[src/rtl/ats_pkg.sv]
// ---------------------------------------------------------------------------
// ats_pkg
// Shared widths, point type, state encodings and status struct for the
// angular tolerance stroke simplifier.
// ---------------------------------------------------------------------------
package ats_pkg;

    // coordinate and tolerance formats
    localparam int COORD_BITS    = 16;
    localparam int TAN_W         = 16;
    localparam int TAN_FRAC_BITS = 12;
    localparam logic [TAN_W-1:0] TAN_RESET = TAN_W'(107);

    // stream word: x, y, z packed from the low bit, padded to whole bytes
    localparam int TDATA_W = ((3 * COORD_BITS + 7) / 8) * 8;

    // datapath widths
    localparam int DIFF_W = COORD_BITS + 1;                 // coordinate difference
    localparam int CD_W   = 2 * DIFF_W + 1;                 // cross or dot product
    localparam int MA_W   = CD_W + 1;                       // multiplier operand a
    localparam int MB_W   = ((DIFF_W > TAN_W) ? DIFF_W : TAN_W) + 1; // operand b
    localparam int MP_W   = MA_W + MB_W;                    // multiplier product

    // points seen in the current stroke
    localparam logic [1:0] SEEN_NONE = 2'd0;
    localparam logic [1:0] SEEN_ONE  = 2'd1;
    localparam logic [1:0] SEEN_TWO  = 2'd2;

    typedef struct packed {
        logic signed [COORD_BITS-1:0] z;
        logic signed [COORD_BITS-1:0] y;
        logic signed [COORD_BITS-1:0] x;
    } point_t;

    typedef enum logic [1:0] {
        ST_IDLE,
        ST_BEND,
        ST_EMIT_MID,
        ST_EMIT_LAST
    } top_state_t;

    typedef enum logic [2:0] {
        B_IDLE,
        B_DIFF,
        B_MUL0,
        B_MUL1,
        B_MUL2,
        B_MUL3,
        B_MUL4,
        B_CMP
    } bend_state_t;

    typedef struct packed {
        logic done;
        logic exceeds;
    } bend_stat_t;

endpackage

[src/rtl/angular_tolerance_simplifier_top.sv]
// ---------------------------------------------------------------------------
// angular_tolerance_simplifier_top
// Streaming angular tolerance simplification of a pen stroke: keeps the
// first point, every middle point that bends past the tolerance, and the
// final point of the stroke (marked with tlast).
// ---------------------------------------------------------------------------
// a first point is loaded from ST_EMIT_LAST into the output register, raising m_tvalid,
// once that register is free; a point that only fills the history is just accepted in ST_IDLE;
// once two points are held each word is accepted, then goes through the bend test
// (difference, four products, dot times tolerance, compare) and an emit state per kept point;
// s_tready stays low meanwhile and while m_tready holds a word back
// reset: tan_tolerance returns to 107, stroke state and the old and middle points clear
// ---------------------------------------------------------------------------
module angular_tolerance_simplifier_top (
    input  logic                        clk,
    input  logic                        rst_n,
    // input stream
    input  logic                        s_tvalid,
    output logic                        s_tready,
    input  logic [ats_pkg::TDATA_W-1:0] s_tdata,   // pt_x, pt_y, pt_z
    input  logic                        s_tlast,   // end_of_stroke
    // output stream
    output logic                        m_tvalid,
    input  logic                        m_tready,
    output logic [ats_pkg::TDATA_W-1:0] m_tdata,   // out_x, out_y, out_z
    output logic                        m_tlast,   // out_last
    // tolerance register
    input  logic                        cfg_we,
    input  logic [ats_pkg::TAN_W-1:0]   cfg_wdata
);

    ats_pkg::top_state_t  state_reg, state_next;
    logic [1:0]           seen_reg, seen_next;
    logic [ats_pkg::TAN_W-1:0] tan_reg;
    ats_pkg::point_t      old_reg, old_next;
    ats_pkg::point_t      mid_reg, mid_next;
    ats_pkg::point_t      cur_reg, cur_next;
    logic                 last_reg, last_next;
    logic                 out_valid_reg, out_valid_next;
    ats_pkg::point_t      out_pt_reg, out_pt_next;
    logic                 out_last_reg, out_last_next;

    ats_pkg::point_t      in_pt;
    ats_pkg::bend_stat_t  bend_st;
    logic                 s_accept;
    logic                 out_free;
    logic                 out_load;
    logic                 bend_start;

    // unpack the input word
    assign in_pt.x = s_tdata[ats_pkg::COORD_BITS-1:0];
    assign in_pt.y = s_tdata[2*ats_pkg::COORD_BITS-1:ats_pkg::COORD_BITS];
    assign in_pt.z = s_tdata[3*ats_pkg::COORD_BITS-1:2*ats_pkg::COORD_BITS];

    assign s_accept   = s_tvalid && s_tready;
    assign out_free   = !out_valid_reg || m_tready;
    assign bend_start = s_accept && (seen_reg == ats_pkg::SEEN_TWO);

    // output word
    assign m_tvalid = out_valid_reg;
    assign m_tlast  = out_last_reg;
    assign m_tdata  = ats_pkg::TDATA_W'({out_pt_reg.z, out_pt_reg.y, out_pt_reg.x});

    // shared bend test
    ats_bend_unit u_bend (
        .clk           (clk),
        .rst_n         (rst_n),
        .start         (bend_start),
        .tan_tolerance (tan_reg),
        .p_old         (old_reg),
        .p_mid         (mid_reg),
        .p_cur         (cur_reg),
        .stat          (bend_st)
    );

    // tolerance register
    always_ff @(posedge clk or negedge rst_n)
    begin
        if (!rst_n)
        begin
            tan_reg <= ats_pkg::TAN_RESET;
        end
        else if (cfg_we)
        begin
            tan_reg <= cfg_wdata;
        end
    end

    // control and held points
    always_ff @(posedge clk or negedge rst_n)
    begin
        if (!rst_n)
        begin
            state_reg     <= ats_pkg::ST_IDLE;
            seen_reg      <= ats_pkg::SEEN_NONE;
            out_valid_reg <= 1'b0;
            old_reg       <= '0;
            mid_reg       <= '0;
        end
        else
        begin
            state_reg     <= state_next;
            seen_reg      <= seen_next;
            out_valid_reg <= out_valid_next;
            old_reg       <= old_next;
            mid_reg       <= mid_next;
        end
    end

    // payload registers
    always_ff @(posedge clk)
    begin
        cur_reg      <= cur_next;
        last_reg     <= last_next;
        out_pt_reg   <= out_pt_next;
        out_last_reg <= out_last_next;
    end

    // stroke sequencer
    always_comb
    begin
        state_next     = state_reg;
        seen_next      = seen_reg;
        old_next       = old_reg;
        mid_next       = mid_reg;
        cur_next       = cur_reg;
        last_next      = last_reg;
        out_pt_next    = out_pt_reg;
        out_last_next  = out_last_reg;
        out_load       = 1'b0;
        s_tready       = 1'b0;

        unique case (state_reg)
            ats_pkg::ST_IDLE:
            begin
                s_tready = 1'b1;
                if (s_tvalid)
                begin
                    cur_next  = in_pt;
                    last_next = s_tlast;
                    priority if (seen_reg == ats_pkg::SEEN_TWO)
                    begin
                        seen_next  = s_tlast ? ats_pkg::SEEN_NONE : ats_pkg::SEEN_TWO;
                        state_next = ats_pkg::ST_BEND;
                    end
                    else if (seen_reg == ats_pkg::SEEN_ONE)
                    begin
                        mid_next   = in_pt;
                        seen_next  = s_tlast ? ats_pkg::SEEN_NONE : ats_pkg::SEEN_TWO;
                        state_next = s_tlast ? ats_pkg::ST_EMIT_LAST : ats_pkg::ST_IDLE;
                    end
                    else
                    begin
                        // first point of a stroke is always sent
                        old_next   = in_pt;
                        seen_next  = s_tlast ? ats_pkg::SEEN_NONE : ats_pkg::SEEN_ONE;
                        state_next = ats_pkg::ST_EMIT_LAST;
                    end
                end
            end
            ats_pkg::ST_BEND:
            begin
                if (bend_st.done)
                begin
                    if (bend_st.exceeds)
                    begin
                        state_next = ats_pkg::ST_EMIT_MID;
                    end
                    else
                    begin
                        old_next   = mid_reg;
                        mid_next   = cur_reg;
                        state_next = last_reg ? ats_pkg::ST_EMIT_LAST : ats_pkg::ST_IDLE;
                    end
                end
            end
            ats_pkg::ST_EMIT_MID:
            begin
                if (out_free)
                begin
                    out_load      = 1'b1;
                    out_pt_next   = mid_reg;
                    out_last_next = 1'b0;
                    old_next      = mid_reg;
                    mid_next      = cur_reg;
                    state_next    = last_reg ? ats_pkg::ST_EMIT_LAST : ats_pkg::ST_IDLE;
                end
            end
            ats_pkg::ST_EMIT_LAST:
            begin
                if (out_free)
                begin
                    out_load      = 1'b1;
                    out_pt_next   = cur_reg;
                    out_last_next = last_reg;
                    state_next    = ats_pkg::ST_IDLE;
                end
            end
            default:
            begin
                state_next = ats_pkg::ST_IDLE;
            end
        endcase

        // output register: load, drain or hold
        if (out_load)
        begin
            out_valid_next = 1'b1;
        end
        else if (m_tready)
        begin
            out_valid_next = 1'b0;
        end
        else
        begin
            out_valid_next = out_valid_reg;
        end
    end

    // stroke count never reaches the unused code
    a_seen_range: assert property (@(posedge clk) disable iff (!rst_n)
        seen_reg <= ats_pkg::SEEN_TWO)
        else $error("stroke point count out of range");

    // bend result only arrives while the sequencer waits for it
    a_bend_done_state: assert property (@(posedge clk) disable iff (!rst_n)
        bend_st.done |-> (state_reg == ats_pkg::ST_BEND))
        else $error("bend result outside wait state");

    // first point of a stroke goes straight to output
    a_first_point: assert property (@(posedge clk) disable iff (!rst_n)
        (s_accept && (seen_reg == ats_pkg::SEEN_NONE)) |=> (state_reg == ats_pkg::ST_EMIT_LAST))
        else $error("first point of stroke not sent");

    // a word marked last leaves the block at the start of a stroke
    a_last_resets: assert property (@(posedge clk) disable iff (!rst_n)
        (out_load && out_last_next) |=> (seen_reg == ats_pkg::SEEN_NONE))
        else $error("stroke state not cleared after last word");

endmodule

[src/rtl/ats_bend_unit.sv]
// ---------------------------------------------------------------------------
// ats_bend_unit
// Bend test on one shared signed multiplier: forms cross and dot of
// old->mid and old->cur, then checks |cross| << 12 > |dot * tan_tolerance|.
// ---------------------------------------------------------------------------
module ats_bend_unit (
    input  logic                      clk,
    input  logic                      rst_n,
    input  logic                      start,
    input  logic [ats_pkg::TAN_W-1:0] tan_tolerance,
    input  ats_pkg::point_t           p_old,
    input  ats_pkg::point_t           p_mid,
    input  ats_pkg::point_t           p_cur,
    output ats_pkg::bend_stat_t       stat
);

    ats_pkg::bend_state_t state_reg, state_next;

    logic signed [ats_pkg::DIFF_W-1:0] dx1_reg, dy1_reg, dx2_reg, dy2_reg;
    logic signed [ats_pkg::DIFF_W-1:0] dx1_next, dy1_next, dx2_next, dy2_next;
    logic signed [ats_pkg::CD_W-1:0]   acc_reg, acc_next;
    logic signed [ats_pkg::CD_W-1:0]   cross_reg, cross_next;
    logic signed [ats_pkg::CD_W-1:0]   dot_reg, dot_next;
    logic        [ats_pkg::CD_W-1:0]   cmag_reg, cmag_next;
    logic signed [ats_pkg::MP_W-1:0]   prod_reg, prod_next;

    logic signed [ats_pkg::MA_W-1:0]   mul_a;
    logic signed [ats_pkg::MB_W-1:0]   mul_b;
    logic signed [ats_pkg::MP_W-1:0]   mul_p;
    logic        [ats_pkg::MP_W-1:0]   pmag;
    logic        [ats_pkg::MP_W-1:0]   lhs;

    // state register
    always_ff @(posedge clk or negedge rst_n)
    begin
        if (!rst_n)
        begin
            state_reg <= ats_pkg::B_IDLE;
        end
        else
        begin
            state_reg <= state_next;
        end
    end

    // datapath registers
    always_ff @(posedge clk)
    begin
        dx1_reg   <= dx1_next;
        dy1_reg   <= dy1_next;
        dx2_reg   <= dx2_next;
        dy2_reg   <= dy2_next;
        acc_reg   <= acc_next;
        cross_reg <= cross_next;
        dot_reg   <= dot_next;
        cmag_reg  <= cmag_next;
        prod_reg  <= prod_next;
    end

    // the one shared multiplier
    assign mul_p = mul_a * mul_b;

    // magnitudes for the final compare
    assign pmag = prod_reg[ats_pkg::MP_W-1] ? (~prod_reg + 1'b1) : prod_reg;
    assign lhs  = {{(ats_pkg::MP_W - ats_pkg::CD_W - ats_pkg::TAN_FRAC_BITS){1'b0}},
                   cmag_reg, {ats_pkg::TAN_FRAC_BITS{1'b0}}};

    // sequencer, operand selection and accumulation
    always_comb
    begin
        state_next   = state_reg;
        dx1_next     = dx1_reg;
        dy1_next     = dy1_reg;
        dx2_next     = dx2_reg;
        dy2_next     = dy2_reg;
        acc_next     = acc_reg;
        cross_next   = cross_reg;
        dot_next     = dot_reg;
        cmag_next    = cmag_reg;
        prod_next    = prod_reg;
        mul_a        = {{(ats_pkg::MA_W - ats_pkg::DIFF_W){dx1_reg[ats_pkg::DIFF_W-1]}}, dx1_reg};
        mul_b        = {{(ats_pkg::MB_W - ats_pkg::DIFF_W){dy2_reg[ats_pkg::DIFF_W-1]}}, dy2_reg};
        stat.done    = 1'b0;
        stat.exceeds = 1'b0;

        unique case (state_reg)
            ats_pkg::B_IDLE:
            begin
                if (start)
                begin
                    state_next = ats_pkg::B_DIFF;
                end
            end
            ats_pkg::B_DIFF:
            begin
                dx1_next   = {p_mid.x[ats_pkg::COORD_BITS-1], p_mid.x}
                           - {p_old.x[ats_pkg::COORD_BITS-1], p_old.x};
                dy1_next   = {p_mid.y[ats_pkg::COORD_BITS-1], p_mid.y}
                           - {p_old.y[ats_pkg::COORD_BITS-1], p_old.y};
                dx2_next   = {p_cur.x[ats_pkg::COORD_BITS-1], p_cur.x}
                           - {p_old.x[ats_pkg::COORD_BITS-1], p_old.x};
                dy2_next   = {p_cur.y[ats_pkg::COORD_BITS-1], p_cur.y}
                           - {p_old.y[ats_pkg::COORD_BITS-1], p_old.y};
                state_next = ats_pkg::B_MUL0;
            end
            ats_pkg::B_MUL0:
            begin
                // dx1 * dy2
                acc_next   = mul_p[ats_pkg::CD_W-1:0];
                state_next = ats_pkg::B_MUL1;
            end
            ats_pkg::B_MUL1:
            begin
                // cross = dx1 * dy2 - dy1 * dx2
                mul_a      = {{(ats_pkg::MA_W - ats_pkg::DIFF_W){dy1_reg[ats_pkg::DIFF_W-1]}},
                              dy1_reg};
                mul_b      = {{(ats_pkg::MB_W - ats_pkg::DIFF_W){dx2_reg[ats_pkg::DIFF_W-1]}},
                              dx2_reg};
                cross_next = acc_reg - mul_p[ats_pkg::CD_W-1:0];
                state_next = ats_pkg::B_MUL2;
            end
            ats_pkg::B_MUL2:
            begin
                // dx1 * dx2
                mul_b      = {{(ats_pkg::MB_W - ats_pkg::DIFF_W){dx2_reg[ats_pkg::DIFF_W-1]}},
                              dx2_reg};
                acc_next   = mul_p[ats_pkg::CD_W-1:0];
                state_next = ats_pkg::B_MUL3;
            end
            ats_pkg::B_MUL3:
            begin
                // dot = dx1 * dx2 + dy1 * dy2
                mul_a      = {{(ats_pkg::MA_W - ats_pkg::DIFF_W){dy1_reg[ats_pkg::DIFF_W-1]}},
                              dy1_reg};
                dot_next   = acc_reg + mul_p[ats_pkg::CD_W-1:0];
                state_next = ats_pkg::B_MUL4;
            end
            ats_pkg::B_MUL4:
            begin
                // dot * tolerance, cross magnitude alongside
                mul_a      = {{(ats_pkg::MA_W - ats_pkg::CD_W){dot_reg[ats_pkg::CD_W-1]}}, dot_reg};
                mul_b      = {{(ats_pkg::MB_W - ats_pkg::TAN_W){1'b0}}, tan_tolerance};
                prod_next  = mul_p;
                cmag_next  = cross_reg[ats_pkg::CD_W-1] ? (~cross_reg + 1'b1) : cross_reg;
                state_next = ats_pkg::B_CMP;
            end
            ats_pkg::B_CMP:
            begin
                stat.done    = 1'b1;
                stat.exceeds = (lhs > pmag);
                state_next   = ats_pkg::B_IDLE;
            end
            default:
            begin
                state_next = ats_pkg::B_IDLE;
            end
        endcase
    end

endmodule
[config.mk]
export PLATFORM = sky130hd
export DESIGN_NAME = angular_tolerance_simplifier_top
export DESIGN_NICKNAME = d
export VERILOG_FILES = /design/src/rtl/ats_pkg.sv /design/src/rtl/angular_tolerance_simplifier_top.sv /design/src/rtl/ats_bend_unit.sv
export SDC_FILE = /design/constraint.sdc
export NUM_CORES = 2
export LEC_CHECK = 0
export BUFFER_PORTS_ARGS = -buffer_cell sky130_fd_sc_hd__buf_2
export CAP_MARGIN = 10
export CORE_ASPECT_RATIO = 0.75
export CORE_UTILIZATION = 59
export CTS_CLUSTER_DIAMETER = 80
export CTS_CLUSTER_SIZE = 40
export DETAILED_ROUTE_END_ITERATION = 8
export PLACE_DENSITY_LB_ADDON = 0.12
export SLEW_MARGIN = 10
export SYNTH_ARGS = -nofsm -noshare
export SYNTH_HDL_FRONTEND = slang
export SYNTH_SLANG_ARGS = --single-unit
[constraint.sdc]
create_clock -name clk -period 10.8 [get_ports clk]
set_input_delay 0.54 -clock clk [delete_from_list [all_inputs] [get_ports clk]]
set_output_delay 0.54 -clock clk [all_outputs]
set_load 0.02 [all_outputs]
# Word-level counts from Yosys, hierarchy flattened
# Cells that the tools add are included.
totals:
  regBits: 464
  elab_cells: 123
classes:
  n_addsub: 8
  mul: 1
  order_cmp: 1
  n_eq_ne: 21
  muxes: 44
  n_bitwise: 2
  reduce_logical: 18
op_table:
  columns: ["cell", "count"]
  rows:
  - ["48-bit two-way mux", 7]
  - ["32-bit two-way mux", 5]
  - ["48-bit case mux with 3 select lines", 1]
  - ["32-bit case mux with 3 select lines", 1]
  - ["48-bit case mux with 2 select lines", 1]
  - ["36-bit case mux with 2 select lines", 1]
  - ["16-bit by 16-bit subtractor with 17-bit output", 4]
  - ["54-bit by 1-bit adder with 54-bit output (second input constant)", 1]
  - ["47-bit by 54-bit > comparator with 1-bit output", 1]
  - ["36-bit by 18-bit multiplier with 54-bit output", 1]
  - ["54-bit two-way mux", 1]
  - ["54-bit NOT", 1]
  - ["18-bit case mux with 2 select lines", 1]
  - ["35-bit by 1-bit adder with 35-bit output (second input constant)", 1]
  - ["35-bit adder", 1]
  - ["35-bit NOT", 1]
  - ["35-bit subtractor", 1]
  - ["34-bit two-way mux", 1]
  - ["2-bit two-way mux", 13]
  - ["3-bit case mux with 8 select lines", 1]
  - ["2-bit != test (second input constant)", 9]
  - ["7-bit AND reduction", 2]
  - ["3-bit equality test (second input constant)", 4]
  - ["1-bit two-way mux", 8]
  - ["other kinds (18)", 27]

# Depth between registers and ports, before layout
logic_depth:
  ltp_word: 8
  ltp_mapped: 43
  ltp_nobuf: 40

# Hierarchy
# Synthesis repeated with hierarchy kept, for this count alone.
hier_totals:
  cells_unflattened: 4873
  area_unflattened_um2: 48322.6
by_module_without_submodules:
  columns: ["module", "instances", "cells_per_inst", "area_per_inst_um2"]
  rows:
  - ["ats_bend_unit", 1, 4177, 38963.6]
  - ["angular_tolerance_simplifier_top", 1, 696, 9359.0]

# Worst setup path after synthesis
# Ideal clock, no wire load.
synth_path:
  path_type: "register to register"
  startpoint: "register u_bend.state_reg[0]"
  endpoint: "register u_bend.cross_reg[33] (netlist name), data pin"
  setup_time_ns: 0.256
  t_arrival_ns: 10.946
  required_time_ns: 10.544
  slack_ns: -0.402
  path_stages_with_launch: 34
  path_buffers: 3
  period_less_slack_ns: 11.202
  path_cell_list: "dfrtp_1 inv_1 ha_1 inv_1 nor2_1 clkbuf_1 nand2_1 a21oi_1 clkbuf_1 nand2_1 fa_1 fa_1 fa_1 inv_1 fa_1 fa_1 inv_1 fa_1 inv_1 ha_1 and3_1 nand2_1 o211a_1 o21ai_0 a21oi_1 nor2_1 nor2_1 xnor2_1 ha_1 clkbuf_1 nor4_1 o21ai_1 a2111oi_0 and4b_1"
synth_via:
  elab_chain_len: 5
  elab_cells_between_ends: 10
  cone_classes: "add/sub (1); mul (1); eq/ne (4); mux (2); reduce/logical (2)"
synth_lines:
  columns: ["element", "line_no", "rtl"]
  rows:
  - ["start, declared", "ats_bend_unit.sv:17", "ats_pkg::bend_state_t state_reg, state_next;"]
  - ["start signal, assigned", "ats_bend_unit.sv:38", "state_reg <= ats_pkg::B_IDLE;"]
  - ["start signal, assigned", "ats_bend_unit.sv:42", "state_reg <= state_next;"]
  - ["3-bit by 2-bit equality test with 1-bit output or 3-bit equality test (tied branches)", "ats_bend_unit.sv:86", "unique case (state_reg)"]
  - ["2-bit OR reduction (no line)", null, null]
  - ["36-bit case mux with 2 select lines or 18-bit case mux with 2 select lines (tied branches)", "ats_bend_unit.sv:86", null]
  - ["36-bit by 18-bit multiplier with 54-bit output (*)", "ats_bend_unit.sv:61", "assign mul_p = mul_a * mul_b;"]
  - ["named net u_bend.mul_p, one bit", "ats_bend_unit.sv:29", "logic signed [ats_pkg::MP_W-1:0] mul_p;"]
  - ["35-bit subtractor (*)", "ats_bend_unit.sv:119", "cross_next = acc_reg - mul_p[ats_pkg::CD_W-1:0];"]
  - ["end signal, assigned", "ats_bend_unit.sv:54", "cross_reg <= cross_next;"]
  - ["end, declared", "ats_bend_unit.sv:22", "logic signed [ats_pkg::CD_W-1:0] cross_reg, cross_next;"]
# The timed path passes the listed nets; every way through them passes the cells marked *.
# A chain may end at the register's enable or synchronous reset.

# Worst setup path after layout
layout_path:
  startpoint: "register u_bend.state_reg[2]"
  endpoint: "register u_bend.cross_reg[33] (netlist name), data pin"
# Same word-level chain as after synthesis.

==> metrics.cfg <==
[sta]
timing.setup.tns_ps = 0
clock.fmax_mhz = 97.7
grt_setup_unrepaired = no
worst_pin_slew_ps = 1210
timing.final.setup_violations = 0
timing.final.crit_period_ps = 10230
finalHoldViolCount = 0
max_slew_margin_pct = 19.3
fin_worst_skew_ps = 77.3
final_min_period_over_clock_period_pct = 94.7
finalMaxSlewViolations = 0

[detailed_routing]
detailedRoute.firstPassIterationCount = 6
antenna_left = 0
via_per_inst = 5.85
detailroute.via_count = 34300
drc = 0
routedWlPerCell_um = 21.9
wl_um = 129000
drtIter0Drc = 3175

[clock_tree]
clock_insertion_delay_worst_skew_ps = 660
cts_max_level = 1
clock-root-buffer = sky130_fd_sc_hd__clkbuf_16
tritoncts = done
clk_transition_reported_paths_ps = 140
cts_buffers = 24
clock_sinks = 464
ctsLongestPathBuffers = 3

[placed_design]
buffer_ports.inserted = 120
place.detailed.hpwl_um = 103000
placer_congestion = 0.987

[worst_setup_path]
cpMaxStageDelayCell = sky130_fd_sc_hd__fa_1
worstSetupStartpointType = register
critPathCaptureType = register
setup.worst_path.class = register to register
rrSetupSlack_ps = 570
cp_required_ps = 11180
cp_common_cell = sky130_fd_sc_hd__inv_1
rr_worst_depth = 33
critical_path_arrival_ps = 10610
rr_startpoint = u_bend.state_reg[2]
max_stage_delay_ps = 630
timing.rr.end = u_bend.cross_reg[33]
critical_path_peak_fanout = 32

[floorplan]
core_um2 = 78600
die-height_um = 246
die_footprint_um2 = 80500
placementRows = 89
initial_utilization_pct = 59.6
floorplan.die.width_um = 327
io-pin-count = 121

[yosys]
primary_ff_master_synth = sky130_fd_sc_hd__edfxtp_1
ffs_w_async_s_r_synth_pct = 22.4
synthDominantCellAreaShare_pct = 26.2
synth.yosys.seq_area_share_pct = 28.7
post_synth_num_cell_types = 80
most_numerous_cell_in_the_yosys_netlist = sky130_fd_sc_hd__inv_1
synthesis.nets = 5762
synth-seq-cells = 464
post_synth_inst_count = 4775
synthesis.yosys.warnings = 0
synth_largest_area_cell = sky130_fd_sc_hd__fa_1
synth_area_per_cell_um2 = 9.81
synth_edf_count = 360
synth.cells.most_frequent = 798 x sky130_fd_sc_hd__inv_1, 613 x sky130_fd_sc_hd__fa_1, 498 x sky130_fd_sc_hd__nand2_1, 498 x sky130_fd_sc_hd__nor2_1, 360 x sky130_fd_sc_hd__edfxtp_1
mappedNetlistArea_um2 = 46800
synthTopCellsByArea = sky130_fd_sc_hd__fa_1 26%, sky130_fd_sc_hd__edfxtp_1 23%, sky130_fd_sc_hd__ha_1 8.1%

[global_route]
globalRouteMet1Util_pct = 47.6
antenna_found_initial = 2
grt.overflow.total = 0
grt_use_met2_pct = 49.2
global_route_wire_length_before_repair_um = 200000
grt_usage_pct = 32.5
busiest_layer = met2
grt_start_max_net_pins = 101
grt.met3_usage_pct = 5.68
vias_in_the_first_global_route = 34000

[worst_hold_path]
timing.hold.worst.class = input port to register
worst_hold_startpoint = s_tdata[38]
whs_endpoint = cur_reg[38]
hold_depth = 1

[final_layout]
layout.filler_cells = 6567
finalNetCount = 5790
n_antenna_cell = 0
area_growth_pct = 6.28
largest_register_ffs = 54
drive_above_1_share_pct = 7.59

[run_status]
run_status = finished clean

[flow_run]
cap_viol_max_count = 0

## kinds of logic after synthesis
logic type / Yosys count / synth area share, %
and+or+nand+nor: 1315 / 12.1
buffers and inverters: 1008 / 8.20
adders and majority gates: 917 / 34.3
AOI/OAI and AO/OA: 774 / 10.7
DFF: 464 / 28.7
xor gates and xnor gates: 217 / 4.06
muxes: 80 / 1.87
## worst max path at each step
stage,start,slack (ps),cells after the start,end
floorplan,u_bend.state_reg[1],630,40,u_bend.dot_reg[34]
global placement,u_bend.state_reg[0],600,35,u_bend.dot_reg[34]
detailed placement,u_bend.state_reg[0],470,38,u_bend.dot_reg[34]
CTS,u_bend.state_reg[0],360,36,u_bend.dot_reg[34]
global route,u_bend.state_reg[2],20,37,u_bend.dot_reg[34]
finish,u_bend.state_reg[2],570,33,u_bend.cross_reg[33]
## critical path: cells and delay by family, from the launching register on
| family | cells | cell delay, ps |
|---|---|---|
| simple gates | 11 | 2430 |
| buf+inv | 9 | 1160 |
| flops | 1 | 610 |
| compound gates | 5 | 1620 |
| fa+ha+maj | 8 | 4110 |
## layer usage
layer / vias up / routed length [um] / part of all wire (%)
met3: 208 / 10600 / 8.3
li1: 15600 / - / -
met1: 17100 / 56600 / 44
met2: 1409 / 56400 / 44
met5: - / 27 / 0.021
met4: 4 / 4830 / 3.8
## final cells by class
type / instances / area (um2) / area share, %
clock inverter: 20 / 384 / 0.772
clock buffer: 24 / 601 / 1.21
tap: 1046 / 1310 / 2.63
timing repair buffer: 211 / 1290 / 2.60
multi-input combinational: 3303 / 29800 / 59.8
sequential: 464 / 13400 / 27.0
inverter: 799 / 3000 / 6.03
## layout by cell type, fill, tap and decap left out, types with 70 or more instances in the layout
cell	netlist	routed
sky130_fd_sc_hd__xor2_1	77	76
sky130_fd_sc_hd__nor2_1	498	494
sky130_fd_sc_hd__buf_4	1	90
sky130_fd_sc_hd__a21oi_1	274	270
sky130_fd_sc_hd__edfxtp_1	360	360
sky130_fd_sc_hd__o21ai_0	118	117
sky130_fd_sc_hd__inv_1	798	797
sky130_fd_sc_hd__ha_1	304	302
sky130_fd_sc_hd__xnor2_1	140	140
sky130_fd_sc_hd__a21o_1	70	70
sky130_fd_sc_hd__dfrtp_1	99	99
sky130_fd_sc_hd__nand2_1	498	498
sky130_fd_sc_hd__fa_1	613	613
sky130_fd_sc_hd__buf_2	7	119
## repair_timing
item                                    in CTS  in global routing
endpoints found under the setup margin       0                  5
gates resized for setup                      0                 13
hold buffers                                 1                  0
buffers inserted                             0                  0
hold endpoints to repair                    36                  0
## through the flow
| stage | cell area [um2] | std cells | utilization, % | hold slack [ps] | worst slack [ps] |
|---|---|---|---|---|---|
| 3_3_place_gp | 48700 | 5822 | 61.9 | 465 | 601 |
| 3_5_place_dp | 48700 | 5822 | 61.9 | 471 | 474 |
| 4_1_cts | 49700 | 5867 | 63.2 | 21.5 | 360 |
| 6_report | 49800 | 5867 | 63.3 | 56.0 | 568 |
| 2_1_floorplan | 46800 | 4775 | - | 244 | 628 |
| 5_1_grt | 49800 | 5867 | 63.3 | 39.3 | 22.2 |
Power is not shown: default switching activity piles up to over one toggle a cycle in this logic, so the estimate is an artifact.
